$ cat src/sdr_pkg.sv
package sdr_pkg;

    localparam int SECTOR_BYTES = 512;
    localparam int SECT_AW      = $clog2(SECTOR_BYTES);
    localparam int SPOS_W       = SECT_AW + 1;
    localparam int PADDR_W      = 3;
    localparam int CMD_BYTES    = 6;
    localparam int ECHO_BYTES   = 4;

    localparam logic [7:0] CMD_GO_IDLE    = 8'h40;
    localparam logic [7:0] CMD_SEND_IF    = 8'h48;
    localparam logic [7:0] CMD_READ_BLOCK = 8'h51;
    localparam logic [7:0] CMD_APP        = 8'h77;
    localparam logic [7:0] ACMD_OP_COND   = 8'h69;

    localparam logic [7:0] R1_READY   = 8'h00;
    localparam logic [7:0] R1_IDLE    = 8'h01;
    localparam logic [7:0] R1_ERROR   = 8'h40;
    localparam logic [7:0] TOKEN_DATA = 8'hFE;
    localparam logic [7:0] BYTE_IDLE  = 8'hFF;
    localparam logic [7:0] CRC_BYTE   = 8'h00;

    localparam logic [2:0] CMD_LAST   = 3'(CMD_BYTES - 1);
    localparam logic [2:0] ECHO_END   = 3'(ECHO_BYTES + 1);

    localparam logic REG_ENABLED = 1'b0;
    localparam logic REG_POLLS   = 1'b1;

    typedef enum logic [1:0] {
        OP_WRITE = 2'd0,
        OP_READ  = 2'd1,
        OP_FILL  = 2'd2
    } op_t;

    typedef enum logic [2:0] {
        CARD_SD    = 3'b001,
        CARD_INIT  = 3'b010,
        CARD_READY = 3'b100
    } card_t;

    typedef enum logic [8:0] {
        XF_IDLE  = 9'b000000001,
        XF_CMD   = 9'b000000010,
        XF_R1    = 9'b000000100,
        XF_R7    = 9'b000001000,
        XF_R1D   = 9'b000010000,
        XF_TOKEN = 9'b000100000,
        XF_DATA  = 9'b001000000,
        XF_CRC1  = 9'b010000000,
        XF_CRC2  = 9'b100000000
    } xfer_t;

    typedef struct packed {
        logic       enabled;
        logic [3:0] ready_after_polls;
    } cfg_t;

    typedef struct packed {
        op_t        op;
        logic [7:0] data_byte;
        logic [8:0] fill_index;
    } req_t;

    typedef struct packed {
        logic [7:0]  read_data;
        logic        block_request;
        logic [31:0] block_number;
    } rsp_t;

endpackage

$ cat src/sdr_regs.sv
module sdr_regs (
    input  logic                        clk,
    input  logic                        rst_n,
    input  logic                        psel,
    input  logic                        penable,
    input  logic                        pwrite,
    input  logic [sdr_pkg::PADDR_W-1:0] paddr,
    input  logic [31:0]                 pwdata,
    output logic [31:0]                 prdata,
    output logic                        pready,
    output sdr_pkg::cfg_t               cfg
);
    import sdr_pkg::*;

    logic       enabled_reg;
    logic [3:0] polls_reg;
    logic       sel;
    logic       wr;

    assign sel    = paddr[PADDR_W-1];
    assign wr     = psel && penable && pwrite;
    assign pready = 1'b1;

    always_ff @(posedge clk or negedge rst_n)
    begin
        if (!rst_n)
        begin
            enabled_reg <= 1'b0;
            polls_reg   <= 4'd6;
        end
        else if (wr)
        begin
            case (sel)
                REG_ENABLED: enabled_reg <= pwdata[0];
                REG_POLLS:   polls_reg   <= pwdata[3:0];
                default:     ;
            endcase
        end
    end

    always_comb
    begin
        case (sel)
            REG_ENABLED: prdata = {31'd0, enabled_reg};
            REG_POLLS:   prdata = {28'd0, polls_reg};
            default:     prdata = '0;
        endcase
    end

    assign cfg.enabled           = enabled_reg;
    assign cfg.ready_after_polls = polls_reg;

endmodule

$ cat config.mk
export PLATFORM = sky130hd
export DESIGN_NAME = sdr_regs
export DESIGN_NICKNAME = d
export VERILOG_FILES = /design/src/sdr_pkg.sv /design/src/sdr_regs.sv
export SDC_FILE = /design/constraint.sdc
export NUM_CORES = 1
export LEC_CHECK = 0
export ABC_AREA = 1
export BUFFER_PORTS_ARGS = -buffer_cell sky130_fd_sc_hd__buf_2
export CAP_MARGIN = 40
export CORE_MARGIN = 8
export CORE_UTILIZATION = 28
export DETAILED_ROUTE_END_ITERATION = 7
export PLACE_DENSITY = 0.78
export SYNTH_ARGS = -nofsm -noshare
export SYNTH_HDL_FRONTEND = slang
export SYNTH_SLANG_ARGS = --single-unit
$ cat constraint.sdc
create_clock -name clk -period 0.81 [get_ports clk]
set_input_delay 0.1215 -clock clk [delete_from_list [all_inputs] [get_ports clk]]
set_output_delay 0.1215 -clock clk [all_outputs]
set_load 0.1 [all_outputs]
==> impl_metrics.toml <==
[outcome]
run_status = "finished with violations"
violations = "negative setup slack"

[logic_synthesis]
synthesis.area_um2 = 508.0
ys_types = 12
async_reset_ff_frac = 1.000
syn_avg_cell_area_um2 = 7.470
synthDominantAreaCellType = "buf_4"
yosysWarningCount = 0
synth.top_cells.by_count = "buf_4 (31), nand2_1 (16), nand3_1 (5)"
cell_with_the_most_instances_after_synthesis = "buf_4"
synth_flop_cell = "dfrtp_1"
fraction_of_the_yosys_area_taken_by_sequential_cells = 0.2512
synth_enable_flop_cells = 0
synth.ff_latch_count = 5
post_synth_inst_count = 68
ys_top_cells_by_area = "buf_4 (46%), dfrtp_1 (15%), nand2_1 (12%)"
synth.top_cell.area_share = 0.4581

[place]
detailedPlace.worstSlack_ns = -0.2406
port_buffers = 18
place.detailed.hpwl_mm = 1.105
placed_cells = 114
globalplace.congestion = 0.6990

[layout]
finalNonFillerCells = 126
synthToLayoutAreaGrowth_pct = 85.47
finish.net_count = 142
n_antenna_cell = 0
fillCellCount = 134
fin_util = 0.5516
share_of_final_layout_standard_cells_stronger_than_drive_strength_1 = 0.6040
largest_register_ffs = 4

[timing]
layout_worst_path_cycle_share = 1.594
report.final.slew_viol_count = 0
fmaxAchievable_mhz = 774.7
rsz0062_at_grt = "yes"
worst_clock_skew_ns = 0
sum_of_negative_setup_slack_ns = -4.066
fin_ws_ns = -0.4808
hold_viol = 0
post_layout_min_period_ns = 1.291
setup_viol_count_final = 13

[floorplan]
std_cell_rows = 15
total_die_area_um2 = 3433
core_area_um2 = 1708
floorplan.initialDensity = 0.2974
die_width_um = 58.60
floorplan.io_pins = 78
vertical_die_dimension_um = 58.60

[power_and_ir_drop]
pwr_density_cell_nw_per_um2 = 2834
power_frac_clock = 0.106
overall_power_of_the_completed_layout_mw = 2.670
switching_share = 0.5786
power.switching_mw = 1.545
total_leakage_power_nw = 0.4816
max-vdd-ir-drop_v = 0.001024
p_seq_frac = 0.150
internal_power_contribution_mw = 1.125
combPwrFrac = 0.745

[worst_hold_path]
hold_path_end = "polls_reg[1]"
hold_depth = 3
hold_start = "pwdata[1]"
worst_hold_path_type = "primary input to flip-flop"

[route]
vias = 450
dr.pass1.iters = 3
detail_route.drc_violations = 0
dr.first_iter.drc_count = 3
drtAntennaViolNets = 0
drt_wl_total_mm = 1.435
drt-vias-per-instance = 3.571
drt-wirelength-per-cell_um = 11.39

[worst_setup_path]
timing.rr.end = "polls_reg[1]"
timing.rr.start = "polls_reg[1]"
worst_setup_path_start_kind = "flip-flop"
setup.worst_path.class = "flip-flop to primary output"
regToRegSetupSlack_ns = -0.25
setup.worst_path.end_class = "primary output"
reg2reg_depth = 5
critical_path_required_ns = 0.69
critical_path_arrival_ns = 1.17
critPathMaxFanout = 2

[clock_network]
clock-root-buffer = "clkbuf_4"
tritoncts = "built"
insertion_delay_ns = 0.24
clk_pin_slew_ns = 0.04
cts_buffers = 3
cts_sinks = 5
cts-root-to-sink-buffers = 2
h-tree-depth = 1

[global_route]
global_route.usage.total = 0.08496
grt_first_pass_wirelength_mm = 2.290
first_global_vias = 547
grt_antenna_before_repair = 0
gr-total-overflow = 0
maximum_number_of_pins_on_one_net_before_global_route_repair = 6

[flow_run]
drv.max_cap_violation_count = 0
-- cells in the final DEF (no fill, tap or decap), types with 2 or more instances in the layout --
master,instances
buf_12,12
buf_2,9
buf_4,2
buf_6,9
clkbuf_4,3
clkinvlp_4,3
conb_1,29
dfrtp_4,2
dfstp_4,2
inv_2,2
nand2_1,2
nand2_2,8
nand2_4,7
nand3_1,5
-- cells by family after synthesis --
logic type / share of synthesized area
buf+inv: 0.4951
simple gates: 0.2389
flops: 0.2512
other cells: 0.01478
-- layer usage --
layer / GRT usage / vias up / routed length [um]
met5: 0 / - / 0
met4: 0.04778 / 0 / 0
met3: 0.04348 / 0 / 147
met2: 0.1559 / 26 / 823
met1: 0.07223 / 209 / 464
li1: - / 215 / -
-- worst max-delay path, cell delays in order, from the launching register on --
cell and delay, ns:
dfstp_4 0.64, nand2_4 0.05, clkinvlp_4 0.07, buf_12 0.16
-- worst max path at each step --
| stage | cells past startpoint | to | from | slack, ns |
|---|---|---|---|---|
| 6_report | 3 | prdata[1] | polls_reg[1] | -0.48 |
| 5_1_grt | 3 | prdata[1] | polls_reg[1] | -0.52 |
| 4_1_cts | 3 | prdata[1] | polls_reg[1] | -0.49 |
| 3_5_place_dp | 3 | prdata[1] | polls_reg[1] | -0.24 |
| 3_3_place_gp | 3 | prdata[2] | polls_reg[2] | -0.22 |
| 2_1_floorplan | 2 | prdata[1] | polls_reg[1] | -0.50 |
-- cell type report --
type / instances / area [um^2] / area share
clock buffers: 4 / 26.28 / 0.02789
well taps: 25 / 31.28 / 0.03320
inverters: 5 / 30.03 / 0.03187
multi-input cells: 54 / 300.3 / 0.3187
repair buffers: 33 / 411.6 / 0.4369
flip-flops and latches: 5 / 142.6 / 0.1514
-- per-stage QoR --
stage | hold slack, ns | instance area (um^2)
global route | 0.1259 | 942.2
finish | 0.1224 | 942.2
CTS | 0.1046 | 910.9
global placement | -0.06520 | 754.5
floorplan | -0.1741 | 665.6
detailed placement | -0.06025 | 754.5
-- timing repair --
action / in CTS / in global routing
buffers inserted: 6 / 4
gates resized for setup: 15 / 10
hold endpoints to repair: 5 / 0
hold buffers: 1 / 0
setup endpoints to repair: 13 / 14
pin swaps: 6 / 3
-- power by group through the flow --
stage / combinational [mW] / clock, mW / sequential, mW
finish: 1.99 / 0.282 / 0.400
global route: 2.05 / 0.308 / 0.407
CTS: 1.93 / 0.292 / 0.396
detailed placement: 1.71 / 0 / 0.394
global placement: 1.70 / 0 / 0.388
floorplan: 1.08 / 0 / 0.672
Power figures use the tool's default switching activity.
