### config.mk
export PLATFORM = sky130hd
export DESIGN_NAME = sdr_engine
export DESIGN_NICKNAME = d
export VERILOG_FILES = /design/src/sdr_pkg.sv /design/src/sdr_engine.sv
export SDC_FILE = /design/constraint.sdc
export NUM_CORES = 2
export LEC_CHECK = 0
export BUFFER_PORTS_ARGS = -buffer_cell sky130_fd_sc_hd__buf_2
export CORE_UTILIZATION = 60
export DETAILED_ROUTE_END_ITERATION = 8
export PLACE_DENSITY = 0.76
export SYNTH_ARGS = -nofsm -noshare
export SYNTH_HDL_FRONTEND = slang
export SYNTH_SLANG_ARGS = --single-unit
### constraint.sdc
create_clock -name clk -period 6.95 [get_ports clk]
set_clock_uncertainty 0.1 [all_clocks]
set_input_delay 0.3475 -clock clk [delete_from_list [all_inputs] [get_ports clk]]
set_output_delay 0.3475 -clock clk [all_outputs]
set_load 0.03 [all_outputs]
### src/sdr_pkg.sv
package sdr_pkg;

    localparam int SECTOR_BYTES = 512;
    localparam int SECT_AW      = $clog2(SECTOR_BYTES);
    localparam int SPOS_W       = SECT_AW + 1;
    localparam int PADDR_W      = 3;
    localparam int CMD_BYTES    = 6;
    localparam int ECHO_BYTES   = 4;

    localparam logic [7:0] CMD_GO_IDLE    = 8'h40;
    localparam logic [7:0] CMD_SEND_IF    = 8'h48;
    localparam logic [7:0] CMD_READ_BLOCK = 8'h51;
    localparam logic [7:0] CMD_APP        = 8'h77;
    localparam logic [7:0] ACMD_OP_COND   = 8'h69;

    localparam logic [7:0] R1_READY   = 8'h00;
    localparam logic [7:0] R1_IDLE    = 8'h01;
    localparam logic [7:0] R1_ERROR   = 8'h40;
    localparam logic [7:0] TOKEN_DATA = 8'hFE;
    localparam logic [7:0] BYTE_IDLE  = 8'hFF;
    localparam logic [7:0] CRC_BYTE   = 8'h00;

    localparam logic [2:0] CMD_LAST   = 3'(CMD_BYTES - 1);
    localparam logic [2:0] ECHO_END   = 3'(ECHO_BYTES + 1);

    localparam logic REG_ENABLED = 1'b0;
    localparam logic REG_POLLS   = 1'b1;

    typedef enum logic [1:0] {
        OP_WRITE = 2'd0,
        OP_READ  = 2'd1,
        OP_FILL  = 2'd2
    } op_t;

    typedef enum logic [2:0] {
        CARD_SD    = 3'b001,
        CARD_INIT  = 3'b010,
        CARD_READY = 3'b100
    } card_t;

    typedef enum logic [8:0] {
        XF_IDLE  = 9'b000000001,
        XF_CMD   = 9'b000000010,
        XF_R1    = 9'b000000100,
        XF_R7    = 9'b000001000,
        XF_R1D   = 9'b000010000,
        XF_TOKEN = 9'b000100000,
        XF_DATA  = 9'b001000000,
        XF_CRC1  = 9'b010000000,
        XF_CRC2  = 9'b100000000
    } xfer_t;

    typedef struct packed {
        logic       enabled;
        logic [3:0] ready_after_polls;
    } cfg_t;

    typedef struct packed {
        op_t        op;
        logic [7:0] data_byte;
        logic [8:0] fill_index;
    } req_t;

    typedef struct packed {
        logic [7:0]  read_data;
        logic        block_request;
        logic [31:0] block_number;
    } rsp_t;

endpackage

### src/sdr_engine.sv
module sdr_engine (
    input  logic          clk,
    input  logic          rst_n,
    input  logic          go,
    input  sdr_pkg::req_t item,
    input  sdr_pkg::cfg_t cfg,
    output sdr_pkg::rsp_t result
);
    import sdr_pkg::*;

    card_t             card_reg, card_next;
    xfer_t             xf_reg, xf_next;
    logic [2:0]        cnt_reg, cnt_next;
    logic [7:0]        cmd_reg [CMD_BYTES];
    logic [7:0]        cmd_next [CMD_BYTES];
    logic [7:0]        echo_reg [ECHO_BYTES];
    logic [7:0]        echo_next [ECHO_BYTES];
    logic [2:0]        epos_reg, epos_next;
    logic [7:0]        staged_reg, staged_next;
    logic              smem_reg, smem_next;
    logic              app_reg, app_next;
    logic [3:0]        poll_reg, poll_next;
    logic [SPOS_W-1:0] spos_reg, spos_next;

    logic [7:0]        sector_mem [SECTOR_BYTES];
    logic [7:0]        mem_q_reg;
    logic              mem_we;
    logic              mem_re;

    logic [7:0]        staged_cur;
    logic [3:0]        poll_inc;
    logic [SPOS_W-1:0] spos_inc;
    logic [1:0]        echo_idx;
    logic [7:0]        opcode;

    // staged byte comes from the sector read register during data transfer
    assign staged_cur = smem_reg ? mem_q_reg : staged_reg;
    assign poll_inc   = poll_reg + 4'd1;
    assign spos_inc   = spos_reg + SPOS_W'(1);
    assign echo_idx   = 2'(epos_reg - 3'd1);
    assign opcode     = cmd_reg[0];

    always_comb
    begin
        card_next   = card_reg;
        xf_next     = xf_reg;
        cnt_next    = cnt_reg;
        cmd_next    = cmd_reg;
        echo_next   = echo_reg;
        epos_next   = epos_reg;
        staged_next = staged_reg;
        smem_next   = smem_reg;
        app_next    = app_reg;
        poll_next   = poll_reg;
        spos_next   = spos_reg;
        mem_we      = 1'b0;
        mem_re      = 1'b0;
        result.read_data     = BYTE_IDLE;
        result.block_request = 1'b0;
        result.block_number  = '0;

        case (item.op)
            OP_FILL:
            begin
                mem_we = 1'b1;
            end
            OP_READ:
            begin
                if (cfg.enabled)
                begin
                    result.read_data = staged_cur;
                    smem_next        = 1'b0;
                    case (xf_reg)
                        XF_R1:
                        begin
                            staged_next = BYTE_IDLE;
                            xf_next     = XF_IDLE;
                        end
                        XF_R7:
                        begin
                            if (epos_reg >= ECHO_END)
                            begin
                                staged_next = BYTE_IDLE;
                                xf_next     = XF_IDLE;
                                epos_next   = 3'd0;
                            end
                            else
                            begin
                                staged_next = echo_reg[echo_idx];
                                epos_next   = epos_reg + 3'd1;
                            end
                        end
                        XF_R1D:
                        begin
                            staged_next = BYTE_IDLE;
                            xf_next     = XF_TOKEN;
                        end
                        XF_TOKEN:
                        begin
                            staged_next = TOKEN_DATA;
                            xf_next     = XF_DATA;
                            spos_next   = '0;
                        end
                        XF_DATA:
                        begin
                            mem_re    = 1'b1;
                            smem_next = 1'b1;
                            spos_next = spos_inc;
                            if (spos_inc >= SPOS_W'(SECTOR_BYTES))
                                xf_next = XF_CRC1;
                        end
                        XF_CRC1:
                        begin
                            staged_next = CRC_BYTE;
                            xf_next     = XF_CRC2;
                        end
                        XF_CRC2:
                        begin
                            staged_next = CRC_BYTE;
                            xf_next     = XF_IDLE;
                        end
                        default:
                        begin
                            staged_next = BYTE_IDLE;
                        end
                    endcase
                end
            end
            OP_WRITE:
            begin
                if (cfg.enabled && (xf_reg == XF_CMD ||
                                    (xf_reg == XF_IDLE && !item.data_byte[7])))
                begin
                    xf_next           = XF_CMD;
                    cmd_next[cnt_reg] = item.data_byte;
                    cnt_next          = cnt_reg + 3'd1;
                    if (cnt_reg == CMD_LAST)
                    begin
                        cnt_next = 3'd0;
                        if (app_reg)
                        begin
                            app_next = 1'b0;
                            if (card_reg == CARD_INIT)
                            begin
                                if (opcode == ACMD_OP_COND)
                                begin
                                    poll_next = poll_inc;
                                    xf_next   = XF_R1;
                                    smem_next = 1'b0;
                                    if (poll_inc == cfg.ready_after_polls)
                                    begin
                                        card_next   = CARD_READY;
                                        staged_next = R1_READY;
                                    end
                                    else
                                        staged_next = R1_IDLE;
                                end
                            end
                            else
                            begin
                                xf_next     = XF_R1;
                                staged_next = R1_ERROR;
                                smem_next   = 1'b0;
                            end
                        end
                        else
                        begin
                            case (card_reg)
                                CARD_SD:
                                begin
                                    if (opcode == CMD_GO_IDLE)
                                        card_next = CARD_INIT;
                                    xf_next     = XF_R1;
                                    staged_next = R1_IDLE;
                                    smem_next   = 1'b0;
                                end
                                CARD_INIT:
                                begin
                                    if (opcode == CMD_SEND_IF)
                                    begin
                                        xf_next     = XF_R7;
                                        staged_next = R1_IDLE;
                                        smem_next   = 1'b0;
                                        epos_next   = 3'd1;
                                        for (int i = 0; i < ECHO_BYTES; i++)
                                            echo_next[i] = cmd_reg[i+1];
                                    end
                                    else if (opcode == CMD_APP)
                                    begin
                                        app_next    = 1'b1;
                                        xf_next     = XF_R1;
                                        staged_next = R1_IDLE;
                                        smem_next   = 1'b0;
                                    end
                                end
                                CARD_READY:
                                begin
                                    smem_next = 1'b0;
                                    if (opcode == CMD_READ_BLOCK)
                                    begin
                                        xf_next     = XF_R1D;
                                        staged_next = R1_READY;
                                        result.block_request = 1'b1;
                                        result.block_number  = {cmd_reg[1], cmd_reg[2],
                                                                cmd_reg[3], cmd_reg[4]};
                                    end
                                    else
                                    begin
                                        xf_next     = XF_R1;
                                        staged_next = R1_ERROR;
                                    end
                                end
                                default:
                                begin
                                    xf_next     = XF_R1;
                                    staged_next = R1_IDLE;
                                    smem_next   = 1'b0;
                                end
                            endcase
                        end
                    end
                end
            end
            default: ;
        endcase
    end

    always_ff @(posedge clk or negedge rst_n)
    begin
        if (!rst_n)
        begin
            card_reg   <= CARD_SD;
            xf_reg     <= XF_IDLE;
            cnt_reg    <= 3'd0;
            epos_reg   <= 3'd0;
            staged_reg <= BYTE_IDLE;
            smem_reg   <= 1'b0;
            app_reg    <= 1'b0;
            poll_reg   <= 4'd0;
            spos_reg   <= '0;
        end
        else if (go)
        begin
            card_reg   <= card_next;
            xf_reg     <= xf_next;
            cnt_reg    <= cnt_next;
            epos_reg   <= epos_next;
            staged_reg <= staged_next;
            smem_reg   <= smem_next;
            app_reg    <= app_next;
            poll_reg   <= poll_next;
            spos_reg   <= spos_next;
        end
    end

    always_ff @(posedge clk)
    begin
        if (go)
        begin
            cmd_reg  <= cmd_next;
            echo_reg <= echo_next;
        end
    end

    always_ff @(posedge clk)
    begin
        if (go && mem_we)
            sector_mem[item.fill_index] <= item.data_byte;
        if (go && mem_re)
            mem_q_reg <= sector_mem[spos_reg[SECT_AW-1:0]];
    end

endmodule

==> metrics <==
WL met3=59200 um; total grt overflow=0; crit path time final=5460 ps; data required time of the worst path=7710 ps; critical path class=register to register; clock root buffer=clkbuf_16; Flop pwr share=0.532; num rows=approximately 190; Max-slew headroom=-0.125; # resized after CTS=0; Synth area leaders=edfxtp_1 (76%), mux4_2 (14%), mux2i_1 (1.8%); Initial Utilization=0.606; Worst Tran Pin Value=1690 ps; Clock power frac=0.424; critical path launch point type=register; syn_nets=7730; Gate Count Post-Synth=7699; Yosys warning count=0; Switch Pwr=11100 uW; CTS buffer count=406; clock slew at reported path FFs=~60 ps; Final Max Slew Viols=2; Worst Setup End Kind=register; Comb power frac=0.044; cell taking the most area after synthesis=edfxtp_1; maximum clock path buffer count=4; final-stage net count=7920; Worst-Skew Late Latency=1010 ps; Synth Register Bits=4218; status=finished with violations; CTS H-tree lvls=5; area grow syn2layout=10.8%; worst hold-check path type=input port to register; routed vias=between 80000 and 90000; Die Span Y=526 um; post-detail-place hpwl=about 250000 um; synthesized area=0.165 mm^2; pwr dens=between 200 and 300 mW/mm^2; DRT Wirelength=436000 um; VDD IR max=262 uV; Die Width=526 um; period utilization=0.785; max cap viols=1; RSZ-0062 raised after global routing=no; RePlAce Congestion=0.909; CTS tree=yes; Hold Vio Cnt, Final=0; layout cells sized above 1=0.239; switching share of total power=0.211; routed length on met2=201000 um; initial antenna violation count=24; DR WL/cell=between 30 and 40 um; Worst Path Arrival=6220 ps; TritonRoute pass-1 iters=8; setup violators final=0; max FFs per register=4096; DP Area=roughly 0.17 mm^2; Buffers on Ports=67; IO Count=68; vias per cell=7.13; EDFF count, synth=roughly 4200; DRT met1 WL=around 150000 um; 1st-iter DRT viols=13675; first-pass GRT wire length=a little over 600000 um; dominant synthesized flop cell=edfxtp_1; register area share after synthesis=0.769; fmax=between 0.15 and 0.2 GHz; Post-DRT Antenna Nets=0; failing checks=capacitance limit, slew limit; syn_area_per_cell=21.4 um^2; Final Cell Area=0.182 mm^2; largest net degree at the start of global routing=206; vias in the first global route=about 83000; Max FO, Critical Path=45; Residual DRC=0; flop-to-flop setup slack=1490 ps; asr flop ratio synth=0.00996; share of the synthesized area in the top cell type=0.762; internal power=between 40000 and 50000 uW; Distinct cells, synth=80; die area=0.276 mm^2; Static Leak=around 0.055 uW; core area=0.272 mm^2; setup TNS=0 ps; uppermost layer routed=met5; GR Util All Layers=0.316; Clock Sinks=approximately 4200
==> through the flow <==
stage / setup slack [ps] / hold WS (ps) / utilization / power [uW] / cells
after floorplan: 3360 / -48.1 / - / 30100 / 7699
after global placement: 1690 / 326 / 0.621 / 30800 / 11033
after detailed placement: 1800 / 328 / 0.621 / 30900 / 11034
after CTS: 1730 / 16.9 / 0.671 / 52700 / 11804
after global routing: 1650 / 103 / 0.671 / 53800 / 11805
final: 1490 / 96.7 / 0.671 / 52700 / 11817
==> path summary, 6_finish.rpt <==
| path | start | endpoint | depth (start not counted) |
|---|---|---|---|
| min | item[17] | epos_reg[1] | 4 |
| min in group asynchronous | rst_n | poll_reg[3] | 3 |
| max | spos_reg[2] | mem_q_reg[5] | 9 |
| max in group asynchronous | rst_n | spos_reg[0] | 4 |
| max reg2reg | spos_reg[2] | mem_q_reg[5] | 9 |
| min reg2reg | cmd_reg[15] | echo_reg[7] | 0 |
==> layer usage <==
metal / up-vias / global-route usage
li1: 32488 / -
met2: 6839 / 0.478
met3: 1284 / 0.0892
met1: 43619 / 0.425
met4: 28 / 0.161
met5: - / 0
==> kinds of logic after synthesis <==
group / Yosys count / synth area share
DFF: 4218 / 0.769
muxes: 1381 / 0.163
and+or+nand+nor: 1013 / 0.0263
AOI/OAI and AO/OA: 577 / 0.0239
buffers and inverters: 491 / 0.0168
xor gates and xnor gates: 15 / 0.000799
adders and majority gates: 4 / 0.000304
==> placed cells by master (no fill, tap or decap), types with 12 or more instances in the layout <==
cell,Yosys,final
a21oi_1,101,101
nand4_1,14,14
edfxtp_1,4176,4176
clkbuf_1,210,76
clkinv_16,0,13
nand2_1,201,187
mux2_2,46,46
mux4_2,1037,1037
and3_1,17,17
clkinv_1,4,103
buf_12,3,38
o221ai_1,30,30
buf_2,111,60
clkinv_2,0,76
bufinv_16,0,47
nand2b_1,15,15
nor4_1,14,13
o211ai_1,24,24
dlygate4sd3_1,0,16
a31oi_1,27,27
nor3_1,17,17
nor2_1,597,592
a211oi_1,39,39
a221oi_1,34,34
and2_1,42,39
nand2_4,0,12
dfrtp_1,32,25
diode_2,0,13
clkinvlp_4,0,14
nand3_1,36,32
mux2i_1,298,298
o21ai_0,88,88
clkbuf_16,0,408
a22oi_1,56,56
o22ai_1,70,70
nor2b_1,24,20
buf_4,57,134
==> area by class of cell <==
type	count	area (um^2)
inverters	17	77.6
clock inverters	268	2900
repair buffers	256	2350
diodes	13	32.5
clock buffers	485	10500
multi-input cells	2990	35500
flip-flops and latches	4218	126000
fillers	16009	89400
well taps	3570	4470
==> Yosys cell counts (27+ instances only) <==
| library cell | number |
|---|---|
| a211oi_1 | 39 |
| a21oi_1 | 101 |
| a221oi_1 | 34 |
| a22oi_1 | 56 |
| a31oi_1 | 27 |
| and2_1 | 42 |
| buf_1 | 32 |
| buf_2 | 111 |
| buf_4 | 57 |
| buf_6 | 46 |
| clkbuf_1 | 210 |
| dfrtp_1 | 32 |
| edfxtp_1 | 4176 |
| mux2_2 | 46 |
| mux2i_1 | 298 |
| mux4_2 | 1037 |
| nand2_1 | 201 |
| nand3_1 | 36 |
| nor2_1 | 597 |
| o21ai_0 | 88 |
| o221ai_1 | 30 |
| o22ai_1 | 70 |
==> worst max-delay path, cell delays in order, from the launching register on <==
cell	delay, ps
dfrtp_4	1140
nand3b_1	980
buf_4	500
buf_4	200
o221ai_1	200
a21oi_1	70
a21oi_1	250
o21ai_0	360
a211oi_1	1200
a2bb2oi_1	240
==> repair_timing <==
action | CTS | global route
setup buffers | 0 | 0
hold endpoints to repair | 871 | 0
hold buffers | 17 | 0
==> power groups by stage <==
stage          logic (uW)  clock network [uW]  registers, uW
2_1_floorplan        1520                   0          28600
3_3_place_gp         2230                   0          28600
3_5_place_dp         2290                   0          28600
4_1_cts              2310               22400          28100
5_1_grt              2430               23300          28100
6_report             2310               22300          28100
Power figures use the tool's default switching activity.
